File: config.mk
export PLATFORM = sky130hd
export DESIGN_NAME = fixed_priority_task_scheduler
export DESIGN_NICKNAME = d
export VERILOG_FILES = /design/src/rtl/fpts_pkg.sv /design/src/rtl/fixed_priority_task_scheduler.sv /design/src/rtl/fpts_controller.sv /design/src/rtl/fpts_datapath.sv
export SDC_FILE = /design/constraint.sdc
export NUM_CORES = 1
export LEC_CHECK = 0
export BUFFER_PORTS_ARGS = -buffer_cell sky130_fd_sc_hd__buf_2
export CAP_MARGIN = 20
export CORE_MARGIN = 8
export CORE_UTILIZATION = 54
export CTS_CLUSTER_SIZE = 20
export DETAILED_ROUTE_END_ITERATION = 6
export PLACE_DENSITY = 0.76
export SLEW_MARGIN = 20
export SYNTH_ARGS = -nofsm -noshare
export SYNTH_HDL_FRONTEND = slang
export SYNTH_SLANG_ARGS = --single-unit
File: constraint.sdc
create_clock -name clk -period 3.5 [get_ports clk]
set_input_delay 0.35 -clock clk [delete_from_list [all_inputs] [get_ports clk]]
set_output_delay 0.35 -clock clk [all_outputs]
set_load 0.05 [all_outputs]
File: src/rtl/fpts_pkg.sv
// ----------------------------------------------------------------------------
// fpts_pkg
// Shared types and constants of the fixed-priority task scheduler: transfer
// payloads, operation and slot-state codes, and the controller/datapath link.
// ----------------------------------------------------------------------------
package fpts_pkg;

    localparam int MAX_SLOTS_DEF     = 16;
    localparam int PRIORITY_BITS_DEF = 8;

    // operation codes
    localparam logic [2:0] OP_CONFIGURE = 3'd0;
    localparam logic [2:0] OP_ACTIVATE  = 3'd1;
    localparam logic [2:0] OP_CHAIN     = 3'd2;
    localparam logic [2:0] OP_TERMINATE = 3'd3;
    localparam logic [2:0] OP_START     = 3'd4;

    // slot state codes
    localparam logic [1:0] SLOT_SUSPENDED = 2'd0;
    localparam logic [1:0] SLOT_READY     = 2'd1;
    localparam logic [1:0] SLOT_RUNNING   = 2'd2;

    // configuration register index
    localparam int REG_TASK_COUNT = 0;

    typedef struct packed {
        logic [2:0] operation;
        logic [4:0] task_id;
        logic [7:0] task_priority;
        logic       start_ready;
    } req_t;

    typedef struct packed {
        logic       status;
        logic [4:0] running_slot;
        logic       idle;
    } rsp_t;

    typedef struct packed {
        logic accept;
        logic apply_op;
        logic apply_id;
        logic scan_init;
        logic scan_step;
        logic commit;
        logic load_out;
    } cmd_t;

    typedef struct packed {
        logic [2:0] op;
        logic       scan_done;
        logic       rsp_free;
    } status_t;

endpackage

File: src/rtl/fixed_priority_task_scheduler.sv
// ----------------------------------------------------------------------------
// fixed_priority_task_scheduler
// Hardware fixed-priority task scheduler with an APB-style register port.
// ----------------------------------------------------------------------------
// One request transfer carries one operation (configure, activate, chain,
// terminate, start) and yields exactly one response transfer. Configure and
// the undefined operation codes skip the scan. Terminate and start scan
// min(task_count, MAX_SLOTS) slots, and activate and chain first apply the
// task id; the scan reads one slot per cycle through the single read port of
// the priority memory and then flushes its read pipeline. A new request is
// taken once the previous response sits in the output register, even while
// that response is still stalled. task_count is written through the register
// port at addresses 0 to 3 (paddr[2] clear). The user must write it only
// while the scheduler is idle; the block itself does not enforce this. No
// clearing pass runs after reset.
module fixed_priority_task_scheduler #(
    parameter int MAX_SLOTS     = fpts_pkg::MAX_SLOTS_DEF,
    parameter int PRIORITY_BITS = fpts_pkg::PRIORITY_BITS_DEF
) (
    input  logic           clk,
    input  logic           rst_n,
    // request channel
    input  logic           req_valid,
    output logic           req_stall,
    input  fpts_pkg::req_t req,
    // response channel
    output logic           rsp_valid,
    input  logic           rsp_stall,
    output fpts_pkg::rsp_t rsp,
    // register port
    input  logic           psel,
    input  logic           penable,
    input  logic           pwrite,
    input  logic [2:0]     paddr,
    input  logic [31:0]    pwdata,
    output logic [31:0]    prdata,
    output logic           pready
);

    logic [4:0]        task_count_reg;
    logic              reg_hit;
    fpts_pkg::cmd_t    cmd;
    fpts_pkg::status_t stat;

    assign reg_hit = (32'(paddr[2]) == fpts_pkg::REG_TASK_COUNT);
    assign pready  = 1'b1;

    always_ff @(posedge clk or negedge rst_n)
    begin
        if (!rst_n)
        begin
            task_count_reg <= '0;
        end
        else if (psel && penable && pwrite && pready && reg_hit)
        begin
            task_count_reg <= pwdata[4:0];
        end
    end

    assign prdata = reg_hit ? 32'(task_count_reg) : '0;

    fpts_controller u_controller (
        .clk       (clk),
        .rst_n     (rst_n),
        .req_valid (req_valid),
        .req_stall (req_stall),
        .stat      (stat),
        .cmd       (cmd)
    );

    fpts_datapath #(
        .MAX_SLOTS     (MAX_SLOTS),
        .PRIORITY_BITS (PRIORITY_BITS)
    ) u_datapath (
        .clk        (clk),
        .rst_n      (rst_n),
        .req        (req),
        .task_count (task_count_reg),
        .cmd        (cmd),
        .rsp_stall  (rsp_stall),
        .stat       (stat),
        .rsp_valid  (rsp_valid),
        .rsp        (rsp)
    );

endmodule

File: src/rtl/fpts_controller.sv
// ----------------------------------------------------------------------------
// fpts_controller
// Sequencer of one scheduler operation: state update steps, the slot scan,
// the commit of the winner and the hand-off to the response register.
// ----------------------------------------------------------------------------
module fpts_controller (
    input  logic              clk,
    input  logic              rst_n,
    input  logic              req_valid,
    output logic              req_stall,
    input  fpts_pkg::status_t stat,
    output fpts_pkg::cmd_t    cmd
);

    typedef enum logic [5:0] {
        S_IDLE     = 6'b000001,
        S_APPLY_OP = 6'b000010,
        S_APPLY_ID = 6'b000100,
        S_SCAN     = 6'b001000,
        S_COMMIT   = 6'b010000,
        S_DONE     = 6'b100000
    } state_t;

    state_t state_reg;
    state_t state_next;

    always_ff @(posedge clk or negedge rst_n)
    begin
        if (!rst_n)
        begin
            state_reg <= S_IDLE;
        end
        else
        begin
            state_reg <= state_next;
        end
    end

    always_comb
    begin
        state_next = state_reg;
        cmd        = '0;
        case (state_reg)
            S_IDLE:
            begin
                if (req_valid)
                begin
                    cmd.accept = 1'b1;
                    state_next = S_APPLY_OP;
                end
            end
            S_APPLY_OP:
            begin
                cmd.apply_op = 1'b1;
                case (stat.op)
                    fpts_pkg::OP_ACTIVATE, fpts_pkg::OP_CHAIN:
                    begin
                        state_next = S_APPLY_ID;
                    end
                    fpts_pkg::OP_TERMINATE, fpts_pkg::OP_START:
                    begin
                        cmd.scan_init = 1'b1;
                        state_next    = S_SCAN;
                    end
                    default:
                    begin
                        // configure and unknown codes do not reschedule
                        state_next = S_DONE;
                    end
                endcase
            end
            S_APPLY_ID:
            begin
                cmd.apply_id  = 1'b1;
                cmd.scan_init = 1'b1;
                state_next    = S_SCAN;
            end
            S_SCAN:
            begin
                cmd.scan_step = 1'b1;
                if (stat.scan_done)
                begin
                    state_next = S_COMMIT;
                end
            end
            S_COMMIT:
            begin
                cmd.commit = 1'b1;
                state_next = S_DONE;
            end
            S_DONE:
            begin
                if (stat.rsp_free)
                begin
                    cmd.load_out = 1'b1;
                    state_next   = S_IDLE;
                end
            end
            default:
            begin
                state_next = S_IDLE;
            end
        endcase
    end

    assign req_stall = (state_reg != S_IDLE);

endmodule

File: src/rtl/fpts_datapath.sv
// ----------------------------------------------------------------------------
// fpts_datapath
// Slot table (state flops, priority memory), fill count, running slot,
// the one-slot-per-cycle priority scan and the response register.
// ----------------------------------------------------------------------------
module fpts_datapath #(
    parameter int MAX_SLOTS     = fpts_pkg::MAX_SLOTS_DEF,
    parameter int PRIORITY_BITS = fpts_pkg::PRIORITY_BITS_DEF
) (
    input  logic              clk,
    input  logic              rst_n,
    input  fpts_pkg::req_t    req,
    input  logic [4:0]        task_count,
    input  fpts_pkg::cmd_t    cmd,
    input  logic              rsp_stall,
    output fpts_pkg::status_t stat,
    output logic              rsp_valid,
    output fpts_pkg::rsp_t    rsp
);

    localparam int SW = $clog2(MAX_SLOTS + 1);
    localparam int IW = $clog2(MAX_SLOTS);
    localparam int WW = ((SW > 5) ? SW : 5) + 1;
    localparam int PB = PRIORITY_BITS;

    // latched request
    logic [2:0]    op_reg;
    logic [4:0]    id_reg;
    logic [PB-1:0] prio_reg;
    logic          start_ready_reg;
    logic          status_reg;

    // slot table
    logic [1:0]    slot_state_reg [MAX_SLOTS];
    logic [PB-1:0] prio_mem [MAX_SLOTS];
    logic [SW-1:0] filled_reg;
    logic [SW-1:0] current_reg;

    // scan
    logic [WW-1:0] limit_reg;
    logic [WW-1:0] scan_reg;
    logic          pend_reg;
    logic [PB-1:0] rd_prio_reg;
    logic [1:0]    rd_state_reg;
    logic          rd_filled_reg;
    logic [WW-1:0] rd_slot_reg;
    logic [SW-1:0] best_reg;
    logic [PB-1:0] best_prio_reg;
    logic          found_reg;

    logic          rsp_valid_reg;
    fpts_pkg::rsp_t rsp_reg;
    fpts_pkg::rsp_t rsp_next;

    logic [PB+7:0] prio_ext;
    logic [PB-1:0] prio_in;
    logic          full;
    logic [IW-1:0] filled_idx;
    logic          id_ok;
    logic [WW-1:0] id_m1;
    logic          cur_ok;
    logic [SW-1:0] cur_m1;
    logic [SW-1:0] best_m1;
    logic [WW-1:0] scan_m1;
    logic [IW-1:0] scan_idx;
    logic          issue;
    logic [WW-1:0] tc_ext;
    logic [WW-1:0] limit_next;
    logic [PB-1:0] cand_prio;
    logic          cand_win;
    logic          mem_we;
    logic          wr_en;
    logic [IW-1:0] wr_idx;
    logic [1:0]    wr_val;

    // only the low priority bits are kept
    assign prio_ext = {{PB{1'b0}}, req.task_priority};
    assign prio_in  = prio_ext[PB-1:0];

    assign full       = (filled_reg == SW'(MAX_SLOTS));
    assign filled_idx = filled_reg[IW-1:0];

    assign id_ok   = (WW'(id_reg) >= WW'(1)) && (WW'(id_reg) <= WW'(MAX_SLOTS));
    assign id_m1   = WW'(id_reg) - WW'(1);
    assign cur_ok  = (current_reg != '0);
    assign cur_m1  = current_reg - SW'(1);
    assign best_m1 = best_reg - SW'(1);

    assign scan_m1  = scan_reg - WW'(1);
    assign scan_idx = scan_m1[IW-1:0];
    assign issue    = cmd.scan_step && (scan_reg <= limit_reg);

    // task_count above the table size scans the whole table
    assign tc_ext     = WW'(task_count);
    assign limit_next = (tc_ext > WW'(MAX_SLOTS)) ? WW'(MAX_SLOTS) : tc_ext;

    // slots beyond the fill count were never written and are read as priority zero
    assign cand_prio = rd_filled_reg ? rd_prio_reg : '0;
    assign cand_win  = pend_reg && (rd_state_reg == fpts_pkg::SLOT_READY)
                       && (cand_prio >= best_prio_reg);

    assign mem_we = cmd.apply_op && (op_reg == fpts_pkg::OP_CONFIGURE) && !full;

    // one slot-state write per cycle
    always_comb
    begin
        wr_en  = 1'b0;
        wr_idx = '0;
        wr_val = fpts_pkg::SLOT_SUSPENDED;
        if (cmd.apply_op)
        begin
            case (op_reg)
                fpts_pkg::OP_CONFIGURE:
                begin
                    wr_en  = !full;
                    wr_idx = filled_idx;
                    wr_val = start_ready_reg ? fpts_pkg::SLOT_READY
                                             : fpts_pkg::SLOT_SUSPENDED;
                end
                fpts_pkg::OP_ACTIVATE:
                begin
                    wr_en  = cur_ok;
                    wr_idx = cur_m1[IW-1:0];
                    wr_val = fpts_pkg::SLOT_READY;
                end
                fpts_pkg::OP_CHAIN, fpts_pkg::OP_TERMINATE:
                begin
                    wr_en  = cur_ok;
                    wr_idx = cur_m1[IW-1:0];
                    wr_val = fpts_pkg::SLOT_SUSPENDED;
                end
                default:
                begin
                    wr_en = 1'b0;
                end
            endcase
        end
        else if (cmd.apply_id)
        begin
            wr_en  = id_ok;
            wr_idx = id_m1[IW-1:0];
            wr_val = fpts_pkg::SLOT_READY;
        end
        else if (cmd.commit)
        begin
            wr_en  = found_reg;
            wr_idx = best_m1[IW-1:0];
            wr_val = fpts_pkg::SLOT_RUNNING;
        end
    end

    always_ff @(posedge clk or negedge rst_n)
    begin
        if (!rst_n)
        begin
            for (int i = 0; i < MAX_SLOTS; i++)
            begin
                slot_state_reg[i] <= fpts_pkg::SLOT_SUSPENDED;
            end
        end
        else if (wr_en)
        begin
            slot_state_reg[wr_idx] <= wr_val;
        end
    end

    // priority memory, registered read port
    always_ff @(posedge clk)
    begin
        if (mem_we)
        begin
            prio_mem[filled_idx] <= prio_reg;
        end
        if (issue)
        begin
            rd_prio_reg <= prio_mem[scan_idx];
        end
    end

    always_ff @(posedge clk)
    begin
        if (cmd.accept)
        begin
            op_reg          <= req.operation;
            id_reg          <= req.task_id;
            prio_reg        <= prio_in;
            start_ready_reg <= req.start_ready;
        end
        if (issue)
        begin
            rd_state_reg  <= slot_state_reg[scan_idx];
            rd_filled_reg <= (scan_m1 < WW'(filled_reg));
            rd_slot_reg   <= scan_reg;
        end
        if (cmd.scan_init)
        begin
            limit_reg <= limit_next;
        end
        if (cmd.load_out)
        begin
            rsp_reg <= rsp_next;
        end
    end

    always_ff @(posedge clk or negedge rst_n)
    begin
        if (!rst_n)
        begin
            status_reg    <= 1'b0;
            filled_reg    <= '0;
            current_reg   <= '0;
            scan_reg      <= '0;
            pend_reg      <= 1'b0;
            best_reg      <= '0;
            best_prio_reg <= '0;
            found_reg     <= 1'b0;
            rsp_valid_reg <= 1'b0;
        end
        else
        begin
            if (cmd.accept)
            begin
                status_reg <= 1'b0;
            end
            if (cmd.apply_op)
            begin
                if (op_reg == fpts_pkg::OP_CONFIGURE)
                begin
                    if (full)
                    begin
                        status_reg <= 1'b1;
                    end
                    else
                    begin
                        filled_reg <= filled_reg + SW'(1);
                    end
                end
                else if (op_reg == fpts_pkg::OP_START)
                begin
                    current_reg <= '0;
                end
            end
            if (cmd.scan_init)
            begin
                scan_reg      <= WW'(1);
                pend_reg      <= 1'b0;
                best_reg      <= '0;
                best_prio_reg <= '0;
                found_reg     <= 1'b0;
            end
            else if (cmd.scan_step)
            begin
                pend_reg <= issue;
                if (issue)
                begin
                    scan_reg <= scan_reg + WW'(1);
                end
                // ties go to the later slot
                if (cand_win)
                begin
                    best_reg      <= rd_slot_reg[SW-1:0];
                    best_prio_reg <= cand_prio;
                    found_reg     <= 1'b1;
                end
            end
            if (cmd.commit)
            begin
                current_reg <= found_reg ? best_reg : '0;
            end
            if (cmd.load_out)
            begin
                rsp_valid_reg <= 1'b1;
            end
            else if (!rsp_stall)
            begin
                rsp_valid_reg <= 1'b0;
            end
        end
    end

    always_comb
    begin
        logic [WW-1:0] cur_ext;
        cur_ext               = WW'(current_reg);
        rsp_next.status       = status_reg;
        rsp_next.running_slot = cur_ext[4:0];
        rsp_next.idle         = (current_reg == '0);
    end

    assign stat.op        = op_reg;
    assign stat.scan_done = (scan_reg > limit_reg) && !pend_reg;
    assign stat.rsp_free  = !rsp_valid_reg || !rsp_stall;

    assign rsp_valid = rsp_valid_reg;
    assign rsp       = rsp_reg;

endmodule
After elaboration in Yosys (flattened, before gate mapping)
Memory sizes are Yosys's and may differ from the RTL's. A register that Yosys moved wholly into a read port is not among the register bits.
Cells that the tools add are included.
- register bits: 114
- RAM bits: 128
- input bits: 59
- logic and storage cells: 173
- memories: 1
- memories (name ; words ; bits a word ; read ports ; clocked after Yosys merged registers in ; write ports ; RTL line ; source):
    u_datapath.prio_mem ; 16 ; 8 ; 1 ; 1 ; 1 ; fpts_datapath.sv:35 ; logic [PB-1:0] prio_mem [MAX_SLOTS];
- $add $sub $neg: 6
- $lt $le $gt $ge: 10
- equality and inequality tests: 18
- mux-type cells: 63
- bitwise operators: 4
- reductions and logical operators: 32
- operators with widths (operator ; number):
    $mux W5 ; 9
    $mux W6 ; 6
    $pmux W6 S6 ; 1
    $bwmux W32 ; 1
    $mux W8 ; 4
    $mux W1 ; 26
    $mux W2 ; 6
    $mux W4 ; 3
    $pmux W6 S2 ; 1
    $sub A4 B1 Y4 const B ; 3
    $logic_and A1 B1 Y1 ; 11
    $ge A5 B5 Y1 const B ; 2
    $not A4 Y5 ; 2
    $reduce_bool A2 Y1 ; 5
    $reduce_and A3 Y1 ; 3
    $bmux W2 S4 ; 1
    $demux W2 S4 ; 1
    $ge A8 B8 Y1 ; 1
    $ne A2 B2 Y1 const B ; 4
    $pmux W4 S2 ; 1
    $add A6 B1 Y6 const B ; 1
    $eq A3 B2 Y1 const B ; 2
    $eq A6 B1 Y1 const B ; 1
    $eq A6 B2 Y1 const B ; 1
    30 further kinds ; 37

Logic depth before layout (Yosys ltp)
Gate-level depths: netlist of run 1.
- depth in word-level cells: 11
- mapped depth: 15
- depth with buffers taken out: 9

Cells and area by module
A second synthesis of run 1 with hierarchy kept.
- cells, all modules: 692
- area, all modules: 11069.4 µm²
- modules (own cells, without submodules) (module ; times used ; cells each ; area an instance (µm²) ; sequential area each (µm²)):
    fpts_datapath ; 1 ; 604 ; 10202.3 ; 6821.5
    fixed_priority_task_scheduler ; 1 ; 46 ; 466.7 ; 125.1
    fpts_controller ; 1 ; 42 ; 400.4 ; 151.4

Least setup slack after synthesis of run 1
Ideal clock, no wire load.
- path kind: reg2reg
- start: reg u_datapath.scan_reg[0]
- end: reg u_datapath.rd_filled_reg, data pin
- setup time: 0.167 ns
- data arrival time: 3.539 ns
- setup slack: -0.207 ns
- stages on the path, launching flop included: 16
- clock period less this slack: 3.707 ns
- path through: dfrtp_1 > buf_2 > buf_1 > buf_2 > inv_1 > ha_1 > clkbuf_1 > clkbuf_1 > buf_1 > inv_1 > ha_1 > a21oi_1 > nor2b_1 > o21ai_0 > nand2b_1 > a211oi_1
- word-level cells in the longest chain between the ends: 2
- ends and longest elaborated chain (element ; RTL line ; source):
    start: declaration ; fpts_datapath.sv:41 ; logic [WW-1:0] scan_reg;
    start signal: assignment ; fpts_datapath.sv:256 ; scan_reg <= scan_reg + WW'(1);
    $sub A6 B1 Y6 ; fpts_datapath.sv:89 ; assign scan_m1 = scan_reg - WW'(1);
    $lt A6 B5 Y1 ; fpts_datapath.sv:192 ; rd_filled_reg <= (scan_m1 < WW'(filled_reg));
    end signal: assignment ; fpts_datapath.sv:192 ;
    end: declaration ; fpts_datapath.sv:45 ; logic rd_filled_reg;
No other way between the ends.
A chain may end at the register's enable or synchronous reset.

Worst setup path after layout of run 1
- start: reg u_datapath.filled_reg[0]
- end: reg u_datapath.slot_state_reg[7] (netlist name)
- word-level cells in the longest chain between the ends: 8
- elaborated cells on any way between the ends: 13
- ends and longest elaborated chain (element ; RTL line ; source):
    start: declaration ; fpts_datapath.sv:36 ; logic [SW-1:0] filled_reg;
    start signal: assignment ; fpts_datapath.sv:235 ; filled_reg <= filled_reg + SW'(1);
    $pmux W4 S2 ; fpts_datapath.sv:112 ; case (op_reg)
    $mux W4 ; fpts_datapath.sv:110 ; if (cmd.apply_op)
    $not A4 Y5 (implied by the code) ; fpts_datapath.sv:163 ; slot_state_reg[wr_idx] <= wr_val;
    $ge A5 B5 Y1 (implied by the code) or $lt A5 B1 Y1 (tied branches) ; fpts_datapath.sv:163 ;
    $logic_and A1 B1 Y1 (implied by the code) ; fpts_datapath.sv:163 ;
    $mux W2 (implied by the code) ; fpts_datapath.sv:163 ;
    $demux W2 S4 ; fpts_datapath.sv:163 ;
    $bwmux W32 ; fpts_datapath.sv:163 ;
    end signal: indexed assignment ; fpts_datapath.sv:158 ; slot_state_reg[i] <= fpts_pkg::SLOT_SUSPENDED;
    end signal: indexed assignment ; fpts_datapath.sv:163 ;
    end: declaration ; fpts_datapath.sv:34 ; logic [1:0] slot_state_reg [MAX_SLOTS];
Several ways; a longest one is shown, not always the timed one.

==> impl_metrics.py, run 1 <==
metrics = {
    "final_layout": {
        "area_growth_pct": 13.9,
        "multi_input_area_um2": 3550,
        "post_route_cells_drive_above_1_share_pct": 21.2,
        "antenna_cells": 0,
        "nets": 905,
        "largest_reg_flops": 128,
        "fillCellCount": 1453,
        "final_core_util_pct": 62.4,
        "seq_area_um2": 7100,
    },
    "floorplanning": {
        "dieWidth_um": 159,
        "dieArea_um2": 25300,
        "ios": 101,
        "initial_core_util_pct": 54.8,
        "die_h_um": 159,
        "core_um2": 20200,
        "num_rows": 52,
    },
    "synthesis": {
        "synthCells": 739,
        "synth_area_um2": 11000,
        "synth-edff-count": 173,
        "synth_area_leaders": "edfxtp_1 47%, dfrtp_1 17%, mux4_2 8.2%",
        "synthArstFlopShare_pct": 30.5,
        "synth_seq_area_share_pct": 64.3,
        "synth_area_leader_cell": "edfxtp_1",
        "synth.yosys.warnings": 0,
        "synth_cell_types": 60,
        "avgSynthCellArea_um2": 14.9,
        "synth_ff_type": "edfxtp_1",
        "ys_seq_elements": 249,
        "yosysTopAreaCellShare_pct": 47.0,
    },
    "worst_setup_path": {
        "cp.arrival_ns": 3.44,
        "start_kind": "register",
        "path_class": "reg2reg",
        "endpoint_kind": "register",
        "cp_max_fo": 5,
        "crit_required_ns": 3.90,
    },
    "power_and_ir_drop": {
        "p_total_mw": 8.31,
        "power.leakage_nw": 5.05,
        "vdd_ir_drop_max_mv": 0.524,
        "power.density_nw_per_um2": 660,
    },
    "global_routing": {
        "grt_max_degree": 77,
        "grt_pass1_wl_um": 35400,
        "antenna_found_initial": 0,
        "first_global_vias": 6703,
        "grt_overflow_total": 0,
        "grt_use_total_pct": 17.4,
    },
    "cts": {
        "cts_tree": "done",
        "postCtsSetupBuffers": 0,
        "clock_latency_ns": 0.53,
        "cts_max_level": 1,
        "cts.sinks": 249,
        "cts.clk_slew.worst_paths_ns": 0.06,
        "root_buffer": "clkbuf_16",
        "cts_max_path_buffers": 3,
        "cts_made_buffers": 26,
    },
    "sta": {
        "fin_tns_setup_ns": 0,
        "setup_ws_ns": 0.461,
        "rsz0062_at_grt": "false",
        "setup_viol": 0,
        "post-route-period-util_pct": 86.8,
        "fin_skew_ns": 0.0182,
        "hold_violations": 10,
        "worstMarginPinSlew_ns": 0.967,
        "period_needed_ns": 3.04,
        "clock.fmax_mhz": 329,
        "drv_slew": 0,
        "slew_headroom_pct": 35.5,
        "hold_ws_ns": -0.00822,
    },
    "detailed_routing": {
        "vias": 6349,
        "wl_met3_um": 1420,
        "wire_per_inst_um": 19.9,
        "drt-met1-wl_um": 8600,
        "top_layer_used": "met4",
        "wirelength_um": 22100,
        "remaining_drc_errors": 0,
        "first_pass_iters": 5,
        "wl_met2_um": 11500,
        "ant_nets": 0,
        "avgViaCountPerCell": 5.73,
        "drtIter0Drc": 533,
    },
    "status": {
        "outcome": "finished, violations left",
        "violations": "hold timing",
    },
    "place": {
        "place.gp.congestion": 0.887,
        "place_hpwl_um": 14400,
        "pre_cts_ws_ns": 0.572,
        "io_buffer_count": 43,
    },
    "hold_path": {
        "hold_class": "in2async",
    },
    "job": {
        "drv_cap": 0,
    },
}
Yosys cell counts, types with 6 or more instances:
library cell / number
and3_1: 9
buf_4: 28
nor2b_1: 25
inv_1: 43
a21oi_1: 20
ha_1: 27
nand3_1: 6
o21ai_0: 13
dfrtp_1: 75
a211oi_1: 12
mux4_2: 40
clkbuf_1: 20
nor2_1: 22
nor3_1: 13
mux2_1: 22
xnor2_1: 11
edfxtp_1: 173
mux2_2: 16
nand2_1: 58
mux2i_1: 25
and2_1: 6
repair_timing:
| item | CTS | global route |
|---|---|---|
| hold buffers | 17 | 0 |
| endpoints found under the setup margin | 0 | 0 |
| resized for setup | 0 | 0 |
| endpoints found under the hold margin | 17 | 0 |
cells in the final DEF, fill, tap and decap left out, types with 4 or more instances in the layout:
| cell type | netlist | final |
|---|---|---|
| mux4_2 | 40 | 40 |
| mux2_1 | 22 | 22 |
| a21oi_1 | 20 | 20 |
| xnor2_1 | 11 | 11 |
| conb_1 | 2 | 28 |
| o21ai_0 | 13 | 13 |
| and3_1 | 9 | 9 |
| a211oi_1 | 12 | 12 |
| buf_4 | 28 | 22 |
| clkbuf_1 | 20 | 8 |
| clkbuf_16 | 0 | 26 |
| nor2_1 | 22 | 20 |
| and2_1 | 6 | 6 |
| nor3_1 | 13 | 13 |
| clkinv_1 | 2 | 4 |
| a21o_1 | 4 | 4 |
| nand2_1 | 58 | 58 |
| dfrtp_1 | 75 | 74 |
| nand3_1 | 6 | 6 |
| mux2_2 | 16 | 16 |
| a22o_1 | 4 | 4 |
| buf_2 | 4 | 42 |
| edfxtp_1 | 173 | 173 |
| o31ai_1 | 4 | 4 |
| nor2b_1 | 25 | 25 |
| mux2i_1 | 25 | 25 |
| dlygate4sd3_1 | 0 | 17 |
| inv_1 | 43 | 43 |
| ha_1 | 27 | 27 |
per-stage QoR:
stage	hold WS [ns]	instance area [um^2]	instances
after floorplan	0.0544	11100	765
after global placement	0.444	11600	1044
after detailed placement	0.439	11600	1044
after CTS	0.0120	12600	1108
after global routing	0.0429	12600	1108
final	-0.00822	12600	1108
critical path, cell delays in order (launching register included):
cell	delay (ns)
dfrtp_1	0.44
inv_1	0.16
ha_1	0.26
nor4bb_1	0.54
nand2_1	0.19
a32oi_1	0.53
a211oi_1	0.29
and2_1	0.25
mux2_2	0.28
report_power, final:
group	switching [mW]	internal, mW
Clock	1.07	1.58
Combinational	1.17	0.874
Sequential	0.188	3.43
layer usage:
metal  vias up  GRT usage (%)
met1      3212           20.7
met3        52           3.75
met4         0           6.22
li1       2856              -
met2       229           30.6
met5         -              0
area by class of cell:
| cell class | instances | area share, % |
|---|---|---|
| clock buffers | 37 | 5.74 |
| well taps | 270 | 2.68 |
| flip-flops and latches | 249 | 56.4 |
| repair buffers | 83 | 4.65 |
| multi-input cells | 414 | 28.2 |
| clock inverters | 10 | 0.915 |
| inverters | 45 | 1.34 |
kinds of logic after synthesis:
kind of cell / after synthesis / share of synthesized area [%]
multiplexers: 103 / 14.3
adder cells (fa/ha/maj): 27 / 3.06
AND/OR/NAND/NOR: 166 / 7.85
buffers and inverters: 102 / 4.53
other: 2 / 0.0680
flip-flops: 249 / 64.3
AO/OA/AOI/OAI: 75 / 4.72
XOR/XNOR: 15 / 1.19
final timing paths:
path	from	end	slack, ns	cells after the start
max	u_datapath.filled_reg[0]$_DFFE_PN0P_	u_datapath.slot_state_reg[7]$_DFFE_PN0P_	0.46	8
min	rst_n	u_datapath.slot_state_reg[6]$_DFFE_PN0P_	-0.008	1
max reg2reg	u_datapath.filled_reg[0]$_DFFE_PN0P_	u_datapath.slot_state_reg[7]$_DFFE_PN0P_	0.46	8
min reg2reg	u_datapath.status_reg$_DFF_PN0_	u_datapath.rsp[6]$_DFFE_PP_	0.45	0
max in group asynchronous	rst_n	u_datapath.scan_reg[0]$_DFFE_PN0P_	2.83	1
min in group clk	pwdata[0]	task_count_reg[0]$_DFFE_PN0P_	0.05	2
Note: power is estimated with default switching activity, not from simulation.
==> inputs of run 2 (changes only) <==
==> constraint.sdc (replaced) <==
create_clock -name clk -period 3.5 [get_ports clk]
set_input_delay 0.525 -clock clk [delete_from_list [all_inputs] [get_ports clk]]
set_output_delay 0.525 -clock clk [all_outputs]
set_load 0.05 [all_outputs]
==> impl_metrics.py, run 2 (synthesis gave the netlist of run 1 again) <==
metrics = {
    "final_layout": {
        "antenna_cells": 0,
        "largest_reg_flops": 128,
        "final_cells": 1093,
        "fillCellCount": 1496,
        "area_growth_pct": 12.9,
        "post_route_cells_drive_above_1_share_pct": 22.0,
        "seq_area_um2": 7100,
        "mostFrequentLayoutCell": "edfxtp_1",
        "final_cell_mix": "173 x edfxtp_1, 74 x dfrtp_1, 58 x nand2_1",
        "nets": 889,
        "multi_input_area_um2": 3550,
    },
    "detailed_routing": {
        "drtIter0Drc": 367,
        "avgViaCountPerCell": 5.67,
        "remaining_drc_errors": 0,
        "wire_per_inst_um": 19.8,
        "wirelength_um": 21700,
        "first_pass_iters": 4,
        "vias": 6202,
        "ant_nets": 0,
    },
    "worst_setup_path": {
        "path_class": "reg2reg",
        "endpoint_kind": "register",
        "cp.arrival_ns": 3.39,
        "start_kind": "register",
        "cp_max_fo": 5,
        "crit_required_ns": 3.91,
    },
    "cts": {
        "cts.sinks": 249,
        "clock_latency_ns": 0.54,
        "holdBufCountCts": 0,
        "cts_tree": "done",
        "cts_max_path_buffers": 3,
        "cts_made_buffers": 26,
        "root_buffer": "clkbuf_16",
        "ctsResizeCount": 0,
        "cts.clk_slew.worst_paths_ns": 0.06,
        "postCtsSetupBuffers": 0,
        "cts_max_level": 1,
    },
    "power_and_ir_drop": {
        "power.density_nw_per_um2": 674,
        "vdd_ir_drop_max_mv": 0.386,
        "power.leakage_nw": 5.01,
    },
    "place": {
        "io_buffer_count": 43,
        "place_hpwl_um": 14600,
        "place.gp.congestion": 0.878,
        "post-place-cells": 1045,
    },
    "floorplanning": {
        "num_rows": 52,
        "die_h_um": 159,
        "initial_core_util_pct": 54.8,
        "core_um2": 20200,
        "dieWidth_um": 159,
        "ios": 101,
        "dieArea_um2": 25300,
    },
    "status": {
        "outcome": "finished, final reports clean",
    },
    "sta": {
        "clock.fmax_mhz": 335,
        "period_needed_ns": 2.98,
        "post-route-period-util_pct": 85.2,
        "setup_viol": 0,
        "worstMarginPinSlew_ns": 0.984,
        "hold_violations": 0,
        "slew_headroom_pct": 34.4,
        "fin_tns_setup_ns": 0,
        "rsz0062_at_grt": "false",
        "drv_slew": 0,
        "fin_skew_ns": 0.0168,
    },
    "global_routing": {
        "grt_max_degree": 77,
        "first_global_vias": 6681,
        "grt_overflow_total": 0,
        "grt_pass1_wl_um": 35200,
        "antenna_found_initial": 0,
        "grt_use_total_pct": 17.3,
    },
    "job": {
        "drv_cap": 0,
    },
    "hold_path": {
        "hold_class": "in2async",
    },
}
-- run 2: changes by cell type in the layout (fill, tap and decap cells not counted), sizes merged --
cell         before  now
clkinvlp          1    0
dlygate4sd3      17    0
clkinv            9    6
buf              66   67
clkbuf           37   42
-- run 2: path summary, 6_finish.rpt --
| path | from | to | slack [ns] | cells after the start |
|---|---|---|---|---|
| max | u_datapath.filled_reg[0]$_DFFE_PN0P_ | u_datapath.slot_state_reg[6]$_DFFE_PN0P_ | 0.52 | 8 |
| min | rst_n | u_datapath.slot_state_reg[20]$_DFFE_PN0P_ | 0.14 | 1 |
| max reg2reg | u_datapath.filled_reg[0]$_DFFE_PN0P_ | u_datapath.slot_state_reg[6]$_DFFE_PN0P_ | 0.52 | 8 |
| min reg2reg | u_datapath.status_reg$_DFF_PN0_ | u_datapath.rsp[6]$_DFFE_PP_ | 0.48 | 0 |
| max in group asynchronous | rst_n | u_datapath.scan_reg[0]$_DFFE_PN0P_ | 2.63 | 1 |
| min in group clk | req[3] | u_datapath.prio_reg[2]$_DFFE_PP_ | 0.16 | 1 |
-- run 2: layout make-up --
type	instances	area share, %
clock inverter	6	0.733
tap	270	2.71
timing repair buffer	67	3.39
inverter	45	1.35
sequential	249	56.9
multi-input combinational	414	28.5
clock buffer	42	6.35
-- run 2: layer usage --
| layer | wire [um] | up-vias | share of wire (%) | track usage (%) |
|---|---|---|---|---|
| met2 | 11200 | 189 | 51 | 30.4 |
| met5 | 0 | - | 0 | 0 |
| li1 | - | 2828 | - | - |
| met4 | 743 | 0 | 3.4 | 6.56 |
| met1 | 8610 | 3126 | 40 | 20.7 |
| met3 | 1160 | 59 | 5.4 | 3.36 |
-- run 2: worst max-delay path, cell delays in order (launching register included) --
cell      delay, ns
dfrtp_1        0.45
inv_1          0.17
ha_1           0.26
nor4bb_1       0.52
nand2_1        0.15
a32oi_1        0.50
a211oi_1       0.26
and2_1         0.25
mux2_2         0.28
-- run 2: metrics by stage --
step	cell area (um^2)	power [mW]	hold slack, ns	utilization (%)	setup WS [ns]
5_1_grt	12500	8.76	0.156	61.8	0.323
3_3_place_gp	11600	5.62	0.443	57.4	0.639
6_report	12500	8.40	0.143	61.8	0.518
3_5_place_dp	11600	5.70	0.463	57.4	0.539
2_1_floorplan	11100	5.12	0.229	-	0.0179
4_1_cts	12500	8.47	0.150	61.8	0.523
-- run 2: power breakdown --
part	internal (mW)	switching (mW)	leakage, nW
Sequential	3.43	0.187	2.60
Combinational	0.861	1.16	1.98
Clock	1.69	1.08	0.433
